**config.mk**
```make
export PLATFORM = sky130hd
export DESIGN_NAME = motor_speed_pid_modes_unit
export DESIGN_NICKNAME = d
export VERILOG_FILES = /design/src/rtl/core/mspm_pkg.sv /design/src/rtl/core/mspm_div.sv /design/src/rtl/core/motor_speed_pid_modes_unit.sv
export SDC_FILE = /design/constraint.sdc
export NUM_CORES = 1
export LEC_CHECK = 0
export BUFFER_PORTS_ARGS = -buffer_cell sky130_fd_sc_hd__buf_2
export CAP_MARGIN = 5
export CORE_MARGIN = 4
export CORE_UTILIZATION = 25
export DETAILED_ROUTE_END_ITERATION = 8
export GPL_TIMING_DRIVEN = 0
export PLACE_DENSITY = 0.42
export SETUP_SLACK_MARGIN = 0.2
export SKIP_CTS_REPAIR_TIMING = 1
export SYNTH_ARGS = -nofsm -noshare
export SYNTH_HDL_FRONTEND = slang
export SYNTH_SLANG_ARGS = --single-unit
export TNS_END_PERCENT = 1
```
**constraint.sdc**
```tcl
create_clock -name clk -period 6.73 [get_ports clk]
set_clock_uncertainty 0.15 [all_clocks]
set_input_delay 2.019 -clock clk [delete_from_list [all_inputs] [get_ports clk]]
set_output_delay 2.019 -clock clk [all_outputs]
set_load 0.02 [all_outputs]
```
**src/rtl/core/mspm_pkg.sv**
```systemverilog
// shared types and constants for the motor speed pid block
package mspm_pkg;

    localparam int GAIN_W      = 7;
    localparam int CFG_IDX_W   = 2;
    localparam int DUTY_W      = 9;
    localparam int MODE_W      = 2;
    localparam int INTEG_W     = 16;

    // request modes
    localparam logic [MODE_W-1:0] MODE_SPEED = 2'd0;
    localparam logic [MODE_W-1:0] MODE_LINE  = 2'd1;
    localparam logic [MODE_W-1:0] MODE_KICK  = 2'd2;

    // configuration register indexes
    localparam logic [CFG_IDX_W-1:0] REG_GAIN_P = 2'd0;
    localparam logic [CFG_IDX_W-1:0] REG_GAIN_I = 2'd1;
    localparam logic [CFG_IDX_W-1:0] REG_GAIN_D = 2'd2;

    localparam int SLOW_LIMIT  = 100;
    localparam int DUTY_MAX    = 400;
    localparam int KICK_DUTY   = 350;
    localparam int INTEG_LIMIT = 32767;

    // sequencer to divider
    typedef struct packed {
        logic              start;
        logic [GAIN_W-1:0] divisor;
    } div_ctl_t;

    // divider to sequencer
    typedef struct packed {
        logic busy;
        logic done;
    } div_stat_t;

endpackage

```
**src/rtl/core/mspm_div.sv**
```systemverilog
// radix-2 restoring signed divider by a 7-bit gain, truncating toward zero
module mspm_div
    import mspm_pkg::*;
#(
    parameter int DW = 16
)
(
    input  logic                 clk,
    input  logic                 rst_n,
    input  div_ctl_t             ctl,
    input  logic signed [DW-1:0] dividend,
    output div_stat_t            stat,
    output logic signed [DW-1:0] quotient
);

    localparam int CW = $clog2(DW);

    logic          busy_reg, busy_next;
    logic          done_reg, done_next;
    logic [CW-1:0] cnt_reg, cnt_next;
    logic [DW-1:0] mag_reg, mag_next;
    logic [GAIN_W-1:0] rem_reg, rem_next;
    logic [GAIN_W-1:0] dsr_reg, dsr_next;
    logic          neg_reg, neg_next;

    logic [GAIN_W:0] trial;
    logic            fits;

    assign trial = {rem_reg, mag_reg[DW-1]};
    assign fits  = trial >= {1'b0, dsr_reg};

    always_comb
    begin
        busy_next = busy_reg;
        done_next = 1'b0;
        cnt_next  = cnt_reg;
        mag_next  = mag_reg;
        rem_next  = rem_reg;
        dsr_next  = dsr_reg;
        neg_next  = neg_reg;
        if (ctl.start)
        begin
            busy_next = 1'b1;
            cnt_next  = CW'(DW - 1);
            neg_next  = dividend[DW-1];
            mag_next  = dividend[DW-1] ? DW'(-dividend) : DW'(dividend);
            rem_next  = '0;
            // a zero gain divides as one
            dsr_next  = (ctl.divisor == '0) ? GAIN_W'(1) : ctl.divisor;
        end
        else if (busy_reg)
        begin
            rem_next = fits ? GAIN_W'(trial - {1'b0, dsr_reg}) : trial[GAIN_W-1:0];
            mag_next = {mag_reg[DW-2:0], fits};
            cnt_next = cnt_reg - CW'(1);
            if (cnt_reg == '0)
            begin
                busy_next = 1'b0;
                done_next = 1'b1;
            end
        end
    end

    always_ff @(posedge clk or negedge rst_n)
    begin
        if (!rst_n)
        begin
            busy_reg <= 1'b0;
            done_reg <= 1'b0;
            cnt_reg  <= '0;
        end
        else
        begin
            busy_reg <= busy_next;
            done_reg <= done_next;
            cnt_reg  <= cnt_next;
        end
    end

    always_ff @(posedge clk)
    begin
        mag_reg <= mag_next;
        rem_reg <= rem_next;
        dsr_reg <= dsr_next;
        neg_reg <= neg_next;
    end

    assign stat.busy = busy_reg;
    assign stat.done = done_reg;
    assign quotient  = neg_reg ? -$signed(mag_reg) : $signed(mag_reg);

endmodule

```
**src/rtl/core/motor_speed_pid_modes_unit.sv**
```systemverilog
// incremental pid speed controller with three modes and a shared serial divider
//
//  channel   signals                                  direction  beat
//  input     in_valid/in_ready, req_type, speed,      in         one control period
//            target_speed
//  output    out_valid/out_ready, duty                out        one duty value
//  config    cfg_we, cfg_addr, cfg_wdata              in         one gain write
//
//  modes 0 and 1 run two divisions one after the other on the single
//  bit-serial divider, one quotient bit per cycle; modes 2 and 3 skip
//  the divider and pass straight from the idle state to the output state
//  in_ready is high only while the sequencer is idle; one beat at a time
//  the finished duty sits in an output register, so a new beat is taken
//  while out_ready holds the previous one back
//  reset clears the controller history, gains go to 1; no clearing pass
module motor_speed_pid_modes_unit
    import mspm_pkg::*;
#(
    parameter int SPEED_BITS = 12
)
(
    input  logic                  clk,
    input  logic                  rst_n,
    input  logic                  in_valid,
    output logic                  in_ready,
    input  logic [MODE_W-1:0]     req_type,
    input  logic [SPEED_BITS-1:0] speed,
    input  logic [SPEED_BITS-1:0] target_speed,
    output logic                  out_valid,
    input  logic                  out_ready,
    output logic [DUTY_W-1:0]     duty,
    input  logic                  cfg_we,
    input  logic [CFG_IDX_W-1:0]  cfg_addr,
    input  logic [GAIN_W-1:0]     cfg_wdata
);

    localparam int SW     = SPEED_BITS;
    localparam int EW     = SW + 1;                 // error
    localparam int DDW    = SW + 3;                 // second difference
    localparam int DIV_W  = (DDW > INTEG_W) ? DDW : INTEG_W;
    localparam int PROD_W = EW + GAIN_W;
    localparam int SUM_W  = ((PROD_W > DIV_W) ? PROD_W : DIV_W) + 2;

    // sequencer codes
    localparam logic [2:0] S_IDLE  = 3'd0;
    localparam logic [2:0] S_DIV_A = 3'd1;
    localparam logic [2:0] S_MID   = 3'd2;
    localparam logic [2:0] S_DIV_B = 3'd3;
    localparam logic [2:0] S_SUM   = 3'd4;
    localparam logic [2:0] S_OUT   = 3'd5;

    localparam logic [SW-1:0]            SLOW_LIM = SW'(SLOW_LIMIT);
    localparam logic signed [DIV_W:0]    ILIM_HI  = (DIV_W+1)'(INTEG_LIMIT);
    localparam logic signed [DIV_W:0]    ILIM_LO  = -(DIV_W+1)'(INTEG_LIMIT);
    localparam logic signed [SUM_W-1:0]  DMAX     = SUM_W'(DUTY_MAX);

    logic [2:0]               state_reg, state_next;
    logic [GAIN_W-1:0]        gain_p_reg, gain_i_reg, gain_d_reg;
    logic [DUTY_W-1:0]        last_duty_reg;
    logic [SW-1:0]            prev1_reg, prev2_reg;
    logic signed [INTEG_W-1:0] integral_reg;

    // per-beat working registers
    logic [MODE_W-1:0]        mode_reg;
    logic [SW-1:0]            spd_reg;
    logic                     tgt_zero_reg;
    logic signed [EW-1:0]     err_reg;
    logic signed [DDW-1:0]    dd_reg;
    logic signed [DIV_W-1:0]  qa_reg, qb_reg;
    logic signed [PROD_W-1:0] prod_reg;

    logic                     out_valid_reg;
    logic [DUTY_W-1:0]        duty_reg;

    logic                     accept;
    logic [SW-1:0]            spd_eff;
    logic signed [EW-1:0]     err_c;
    logic signed [DDW-1:0]    dd_c;
    logic signed [DIV_W:0]    integ_sum;
    logic signed [INTEG_W-1:0] integ_next;
    logic signed [SUM_W-1:0]  sum_c;
    logic [DUTY_W-1:0]        duty_c;
    logic                     out_free;

    div_ctl_t                 div_ctl;
    div_stat_t                div_stat;
    logic signed [DIV_W-1:0]  div_dividend;
    logic signed [DIV_W-1:0]  div_quot;

    assign in_ready = (state_reg == S_IDLE);
    assign accept   = in_valid && in_ready;
    assign out_free = !out_valid_reg || out_ready;

    // slow speeds count as standing still in the loop modes
    assign spd_eff = (speed < SLOW_LIM) ? '0 : speed;
    assign err_c   = $signed({1'b0, target_speed}) - $signed({1'b0, spd_eff});
    assign dd_c    = $signed({2'b00, prev1_reg, 1'b0}) - $signed({3'b000, prev2_reg})
                   - $signed({3'b000, spd_eff});

    // integral update with saturation
    assign integ_sum  = (DIV_W+1)'(integral_reg) + (DIV_W+1)'(div_quot);
    assign integ_next = (integ_sum > ILIM_HI) ? INTEG_W'(ILIM_HI) :
                        (integ_sum < ILIM_LO) ? INTEG_W'(ILIM_LO) : INTEG_W'(integ_sum);

    // divider operands: first error, then integral or second difference
    always_comb
    begin
        div_ctl.start   = 1'b0;
        div_ctl.divisor = gain_p_reg;
        div_dividend    = DIV_W'(err_c);
        if (state_reg == S_IDLE)
        begin
            div_ctl.start   = accept && (req_type == MODE_SPEED || req_type == MODE_LINE);
            div_ctl.divisor = (req_type == MODE_SPEED) ? gain_i_reg : gain_p_reg;
            div_dividend    = DIV_W'(err_c);
        end
        else if (state_reg == S_MID)
        begin
            div_ctl.start   = 1'b1;
            div_ctl.divisor = (mode_reg == MODE_SPEED) ? gain_i_reg : gain_d_reg;
            div_dividend    = (mode_reg == MODE_SPEED) ? DIV_W'(integral_reg) : DIV_W'(dd_reg);
        end
    end

    // final duty: last duty plus the two terms, then overrides and clamp
    assign sum_c = SUM_W'($signed({1'b0, last_duty_reg}))
                 + ((mode_reg == MODE_SPEED) ? SUM_W'(prod_reg) : SUM_W'(qa_reg))
                 + SUM_W'(qb_reg);

    always_comb
    begin
        if (tgt_zero_reg)
            duty_c = '0;
        else if (mode_reg == MODE_LINE && err_reg < 0)
            duty_c = last_duty_reg;                 // over target: hold
        else if (sum_c < 0)
            duty_c = '0;
        else if (sum_c > DMAX)
            duty_c = DUTY_W'(DUTY_MAX);
        else
            duty_c = sum_c[DUTY_W-1:0];
    end

    always_comb
    begin
        state_next = state_reg;
        case (state_reg)
            S_IDLE:
            begin
                if (accept)
                    state_next = div_ctl.start ? S_DIV_A : S_OUT;
            end
            S_DIV_A:
            begin
                if (div_stat.done)
                    state_next = S_MID;
            end
            S_MID:
            begin
                state_next = S_DIV_B;
            end
            S_DIV_B:
            begin
                if (div_stat.done)
                    state_next = S_SUM;
            end
            S_SUM:
            begin
                state_next = S_OUT;
            end
            S_OUT:
            begin
                if (out_free)
                    state_next = S_IDLE;
            end
            default:
            begin
                state_next = S_IDLE;
            end
        endcase
    end

    always_ff @(posedge clk or negedge rst_n)
    begin
        if (!rst_n)
        begin
            state_reg     <= S_IDLE;
            gain_p_reg    <= GAIN_W'(1);
            gain_i_reg    <= GAIN_W'(1);
            gain_d_reg    <= GAIN_W'(1);
            last_duty_reg <= '0;
            prev1_reg     <= '0;
            prev2_reg     <= '0;
            integral_reg  <= '0;
            out_valid_reg <= 1'b0;
        end
        else
        begin
            state_reg <= state_next;

            if (cfg_we)
            begin
                case (cfg_addr)
                    REG_GAIN_P: gain_p_reg <= cfg_wdata;
                    REG_GAIN_I: gain_i_reg <= cfg_wdata;
                    REG_GAIN_D: gain_d_reg <= cfg_wdata;
                    default:    ;
                endcase
            end

            // start-up kick stores the raw speed in the history
            if (accept && req_type == MODE_KICK)
            begin
                last_duty_reg <= DUTY_W'(KICK_DUTY);
                prev2_reg     <= prev1_reg;
                prev1_reg     <= speed;
            end

            if (state_reg == S_DIV_A && div_stat.done && mode_reg == MODE_SPEED)
                integral_reg <= integ_next;

            if (state_reg == S_SUM)
            begin
                last_duty_reg <= duty_c;
                prev2_reg     <= prev1_reg;
                prev1_reg     <= spd_reg;
            end

            if (state_reg == S_OUT && out_free)
                out_valid_reg <= 1'b1;
            else if (out_ready)
                out_valid_reg <= 1'b0;
        end
    end

    always_ff @(posedge clk)
    begin
        if (accept)
        begin
            mode_reg     <= req_type;
            spd_reg      <= spd_eff;
            tgt_zero_reg <= (target_speed == '0);
            err_reg      <= err_c;
            dd_reg       <= dd_c;
        end
        if (state_reg == S_DIV_A && div_stat.done)
            qa_reg <= div_quot;
        if (state_reg == S_MID)
            prod_reg <= err_reg * $signed({1'b0, gain_p_reg});
        if (state_reg == S_DIV_B && div_stat.done)
            qb_reg <= div_quot;
        if (state_reg == S_OUT && out_free)
            duty_reg <= last_duty_reg;
    end

    mspm_div #(
        .DW (DIV_W)
    ) u_div (
        .clk      (clk),
        .rst_n    (rst_n),
        .ctl      (div_ctl),
        .dividend (div_dividend),
        .stat     (div_stat),
        .quotient (div_quot)
    );

    assign out_valid = out_valid_reg;
    assign duty      = duty_reg;

    // divider is never restarted mid-division
    a_div_start_idle: assert property (@(posedge clk) disable iff (!rst_n)
        div_ctl.start |-> !div_stat.busy)
        else $error("divider started while busy");

    // a quotient only arrives while the sequencer waits for one
    a_div_done_wait: assert property (@(posedge clk) disable iff (!rst_n)
        div_stat.done |-> (state_reg == S_DIV_A || state_reg == S_DIV_B))
        else $error("divider result arrived outside a wait state");

    a_duty_range: assert property (@(posedge clk) disable iff (!rst_n)
        last_duty_reg <= DUTY_W'(DUTY_MAX))
        else $error("stored duty out of range");

    a_integ_range: assert property (@(posedge clk) disable iff (!rst_n)
        (integral_reg <= INTEG_W'(INTEG_LIMIT)) && (integral_reg >= -INTEG_W'(INTEG_LIMIT)))
        else $error("integral beyond saturation limit");

    // one beat in flight: accepting closes the input until the result is out
    a_one_beat: assert property (@(posedge clk) disable iff (!rst_n)
        accept |=> !in_ready)
        else $error("second beat accepted while busy");

endmodule
```
== After elaboration in Yosys (flattened, before gate mapping) ==
Cells that the tools add are included.
Operators by class
  $add $sub $neg: 10
  reduce and logical (&&, ||, !) cells: 26
  equal/unequal tests: 15
  mux-type cells: 42
  magnitude comparators: 7
  multipliers: 1
Operators with widths (count)
  16-bit two-way mux: 9
  12-bit two-way mux: 5
  9-bit two-way mux: 6
  16-bit negation: 2
  10-bit by 22-bit adder with 22-bit output: 1
  22-bit by 16-bit adder with 22-bit output: 1
  22-bit by 10-bit > comparator with 1-bit output (second input constant): 1
  22-bit by 1-bit less-than comparator with 1-bit output (second input constant): 1
  22-bit two-way mux: 1
  7-bit two-way mux: 3
  13-bit by 8-bit multiplier with 20-bit output: 1
  3-bit case mux with 6 select lines: 1
  16-bit by 16-bit adder with 17-bit output: 1
  17-bit by 16-bit > comparator with 1-bit output (second input constant): 1
  17-bit by 16-bit less-than comparator with 1-bit output (second input constant): 1
  8-bit two-way mux: 2
  3-bit two-way mux: 5
  14-bit by 13-bit subtractor with 15-bit output: 1
  13-bit by 12-bit subtractor with 14-bit output: 1
  13-bit by 1-bit less-than comparator with 1-bit output (second input constant): 1
  12-bit by 12-bit subtractor with 13-bit output: 1
  12-bit zero test: 1
  12-bit by 7-bit less-than comparator with 1-bit output (second input constant): 1
  8-bit by 7-bit >= comparator with 1-bit output: 1
  22 further kinds: 52
Storage, ports and cells
  register bits after elaboration: 215
  output and inout bits: 11
  logic and storage cells: 126
  input port bits: 40

== Longest topological paths before layout ==
  depth in word-level cells: 10
  depth in mapped cells: 20
  depth with buffers taken out: 19

== By module ==
A second synthesis with hierarchy kept.
Unflattened totals
  cells, all modules: 1800
  area total of the unflattened synthesis: 17133.9 µm²
By module, submodules not included
  motor_speed_pid_modes_unit: seq. area each 4978.5 µm², times used 1, area each 14433.8 µm², cells an instance 1510
  mspm_div: seq. area each 1011.0 µm², times used 1, area each 2700.1 µm², cells an instance 290

== Worst setup path before layout ==
No wires, ideal clock.
  path kind: input to register
  start point: input speed[4]
  end point: register u_div.mag_reg[12] (data pin)
  path buffers: 0
  stages: 15
  data required time: 6319 ps
  slack: 787 ps
  library setup time: 261 ps
  arrival: 5532 ps
  path through: o311ai_0 -> nand3_1 -> and2_1 -> ha_1 -> inv_1 -> fa_1 -> a211oi_2 -> o21ai_1 -> o2111a_1 -> or3_1 -> a31oi_1 -> or4b_4 -> a2111oi_4 -> mux2_1 -> a221o_1
Between the ends
  word-level cells in the longest chain between the ends: 8
Ends and longest elaborated chain
  from (decl): RTL line motor_speed_pid_modes_unit.sv:27  | input logic [SPEED_BITS-1:0] speed,
  12-bit by 7-bit less-than comparator with 1-bit output *: RTL line motor_speed_pid_modes_unit.sv:95  | assign spd_eff = (speed < SLOW_LIM) ? '0 : speed;
  12-bit two-way mux *: RTL line motor_speed_pid_modes_unit.sv:95
  net spd_eff[0]: RTL line motor_speed_pid_modes_unit.sv:76  | logic [SW-1:0] spd_eff;
  12-bit by 12-bit subtractor with 13-bit output *: RTL line motor_speed_pid_modes_unit.sv:96  | assign err_c = $signed({1'b0, target_speed}) - $signed({1'b0, spd_eff});
  16-bit two-way mux: RTL line motor_speed_pid_modes_unit.sv:117  | else if (state_reg == S_MID)
  16-bit two-way mux *: RTL line motor_speed_pid_modes_unit.sv:111  | if (state_reg == S_IDLE)
  16-bit negation: RTL line mspm_div.sv:46  | mag_next = dividend[DW-1] ? DW'(-dividend) : DW'(dividend);
  16-bit two-way mux *: RTL line mspm_div.sv:46
  16-bit two-way mux *: RTL line mspm_div.sv:41  | if (ctl.start)
  net u_div.mag_next[12]: RTL line mspm_div.sv:21  | logic [DW-1:0] mag_reg, mag_next;
  to (signal assigned): RTL line mspm_div.sv:82  | mag_reg <= mag_next;
  to (decl): RTL line mspm_div.sv:21
The timed path passes the listed nets; every way through them passes the cells marked *.
A chain may end at the register's enable or synchronous reset.

== Final worst setup path ==
  start point: input speed[10]
  end point: register u_div.mag_reg[12] (data pin)
Between the ends
  word-level cells in the longest chain between the ends: 8
Ends and longest elaborated chain
  12-bit by 7-bit less-than comparator with 1-bit output *: RTL line motor_speed_pid_modes_unit.sv:95
  12-bit two-way mux *: RTL line motor_speed_pid_modes_unit.sv:95
  net spd_eff[0]: RTL line motor_speed_pid_modes_unit.sv:76
  12-bit by 12-bit subtractor with 13-bit output *: RTL line motor_speed_pid_modes_unit.sv:96
  net err_c[4]: RTL line motor_speed_pid_modes_unit.sv:77  | logic signed [EW-1:0] err_c;
  16-bit two-way mux: RTL line motor_speed_pid_modes_unit.sv:117
  16-bit two-way mux *: RTL line motor_speed_pid_modes_unit.sv:111
  16-bit negation *: RTL line mspm_div.sv:46
  16-bit two-way mux *: RTL line mspm_div.sv:46
  16-bit two-way mux *: RTL line mspm_div.sv:41
  net u_div.mag_next[12]: RTL line mspm_div.sv:21
Marks and branches as above.

==> metrics <==
Area Overhead vs Synth=13.5%; Syn Nets=1,976; synth warn=0; io pins=51; top_reg_cell synth=edfxtp_1; CTS tree=yes; crit path capture type=flip-flop; met2 usage=20.9%; gr busiest metal=met2; EDFF count, synth=128; max cap viols=0; Placement Rows=94; met1 global-route usage=18.4%; number of buffers created by CTS=26; Vias=12,500; # port buffers=50; CP peak stage delay=0.58 ns; H-Tree Depth=1; grt ovf=0; drt pass-1 iters=5; layout cell share with drive strength beyond 1=9.38%; ordered list of cells on the worst path=buf_2 -> nor4_1 -> nand3_1 -> and2_1 -> ha_1 -> inv_1 -> fa_1 -> a21o_1 -> a21oi_2 -> xnor2_1 -> or2_1 -> o41a_1 -> or4b_4 -> a2111oi_4 -> mux2_1 -> a221o_1; GP Congestion=0.831; die width=266 um; actual slew at the worst max-slew pin=0.965 ns; WP buf/inv=2; Final setup viols=0; Routed WL=46.6 mm; estimated wirelength of the detail-placed design=37.6 mm; HP Class=reg -> reg; setup ws final=0.637 ns; maximum buffer depth of the clock tree=3; Tmin final=6.09 ns; power per cell area=431 nW/um2; area of the multi-input gates=9740 um2; Total Routing Usage GR=13.0%; synthesized area=16,600 um2; Largest register FFs=20; endpoints failing hold=0; number of cells produced by synthesis=1,720; Residual DRC=0; outcome=finished clean; root buf cell=clkbuf_16; Ant. Diodes=0; unrepaired setup endpoints after global routing=false; leakage power=8.07 nW; fillers=6,942; largest net degree at the start of global routing=47; CORE AREA=65,900 um2; Sink Count=215; worst vdd ir=0.000200 V; Final period util=90.5%; die area=70,700 um2; Critical R2R Launch=mode_reg[1]; Setup Crit Path Kind=in -> reg; sequential area share after synthesis=36.0%; syn avg cell area=9.66 um2; Final Slew Violations=0; via-per-instance ratio=4.64; Fmax=164 MHz; Initial Utilization=25.2%; WL per Instance=17.3 um; slowest CP cell=or4b_4; FF+latch count, synth=215; Min-Delay Startpoint=spd_reg[7]; initial antenna violation count=0; 1st-iter DRT viols=763; Clock transition at path regs=0.07 ns; vias in the first global route=12,600; WP data arrival=6.26 ns; register area=5990 um2; crit-path leading delay family=simple AND/OR/NAND/NOR gates; die height=266 um; later-pin clock latency in the skew report=0.57 ns; most frequent cells in the layout=194 x inv_1, 184 x nand2_1, 132 x ha_1; ys async rst share=37.2%; Final nets=2,059; first-pass GRT wire length=72.9 mm; commonest non-fill, non-tap cell in the layout=inv_1; largest fanout on the critical path=7; crit path launch type=input pin; M3 GR Usage=2.22%; total power=8.12 mW; required time of the critical path=6.90 ns; antenna viol nets, final=0; Netlist cell types=80; Rel. slew slack=35.4%; hold slack=0.301 ns; Worst setup startpoint=speed[10]; pre-CTS setup slack=-0.279 ns
-- report_power, final --
part	switching [mW]	internal [mW]
Combinational	2.64	2.05
Sequential	0.205	1.91
Clock	0.581	0.737
Total	3.43	4.70
-- area by class of cell --
| type | instances | area share [%] |
|---|---|---|
| Clock inverter | 12 | 0.411 |
| Clock buffer | 36 | 3.75 |
| Tap cell | 864 | 5.73 |
| Timing Repair Buffer | 55 | 1.75 |
| Sequential cell | 215 | 31.8 |
| Inverter | 196 | 3.90 |
| Multi-Input combinational cell | 1259 | 51.6 |
| Buffer | 50 | 1.08 |
-- worst reg2reg max path, cell delays in order (launching register included) --
cell       delay, ns
edfxtp_1        0.41
nor2_2          0.32
clkbuf_2        0.35
buf_2           0.40
clkbuf_2        0.36
buf_1           0.39
nand2_1         0.14
nand2_1         0.10
fa_1            0.42
ha_1            0.37
o21a_1          0.25
a2111oi_4       0.44
o31ai_1         0.22
o21ai_0         0.20
nand2_1         0.09
or3_1           0.35
a211oi_1        0.42
nand4_1         0.32
o21ai_0         0.27
-- kinds of logic (layout without fill, tap and decap cells) --
| kind of cell | Yosys count | after routing | synth area share, % |
|---|---|---|---|
| adders and majority gates | 218 | 218 | 20.2 |
| AOI/OAI and AO/OA | 351 | 351 | 13.9 |
| DFF | 215 | 215 | 36.0 |
| and+or+nand+nor | 538 | 538 | 15.6 |
| xor gates and xnor gates | 94 | 94 | 4.95 |
| muxes | 58 | 58 | 3.77 |
| buffers and inverters | 246 | 349 | 5.61 |
-- through the flow --
step / util, % / instance area, um2 / setup TNS (ns) / std cells
2_1_floorplan: - / 16600 / 0 / 1720
3_5_place_dp: 27.4 / 18100 / -1.91 / 2639
6_report: 28.6 / 18900 / 0 / 2687
3_3_place_gp: 27.3 / 18000 / -1.29 / 2634
4_1_cts: 28.6 / 18800 / -2.40 / 2687
5_1_grt: 28.6 / 18900 / 0 / 2687
-- path summary, 6_finish.rpt --
path / cells after the start / endpoint / slack (ns)
min in group asynchronous: 1 / prev1_reg[10] / 1.28
setup reg to reg: 18 / last_duty_reg[0] / 0.66
hold reg to reg: 2 / prev1_reg[7] / 0.30
max in group asynchronous: 2 / gain_p_reg[0] / 4.47
setup / recovery: 16 / u_div.mag_reg[12] / 0.64
hold / removal: 2 / prev1_reg[7] / 0.30
-- per-layer routing --
metal	vias up	wire, um	share of wire [%]
met4	0	1060	2.3
met1	6032	22900	49
met5	-	0	0
met3	50	1840	3.9
met2	222	20700	45
li1	6156	-	-
-- cells in the mapped netlist, drive strengths merged, types with 5 or more instances --
library cell	instances	area share (%)
edfxtp	128	23
or3	12	0.45
a31oi	16	0.60
o21ai	99	3.0
nand2	184	4.2
and2	76	2.9
xor2	26	1.4
dfrtp	77	12
o41ai	6	0.32
a211oi	17	0.80
a21oi	65	2.0
a21o	25	1.1
inv	196	4.4
nor2b	17	0.64
nor2	116	2.6
mux2	37	2.5
clkbuf	37	0.84
fa	84	10
nand3	28	0.84
nand4	7	0.26
and3	7	0.26
xnor2	68	3.6
nand2b	15	0.56
o211ai	8	0.36
dfxtp	7	0.84
a21boi	7	0.32
o31ai	8	0.36
ha	132	9.9
or2	10	0.38
nor3	32	0.99
o21bai	12	0.54
nor4	13	0.49
buf	13	0.35
o22ai	16	0.60
mux2i	21	1.3
nor3b	5	0.23
o21a	20	0.90
Power figures use the tool's default switching activity.
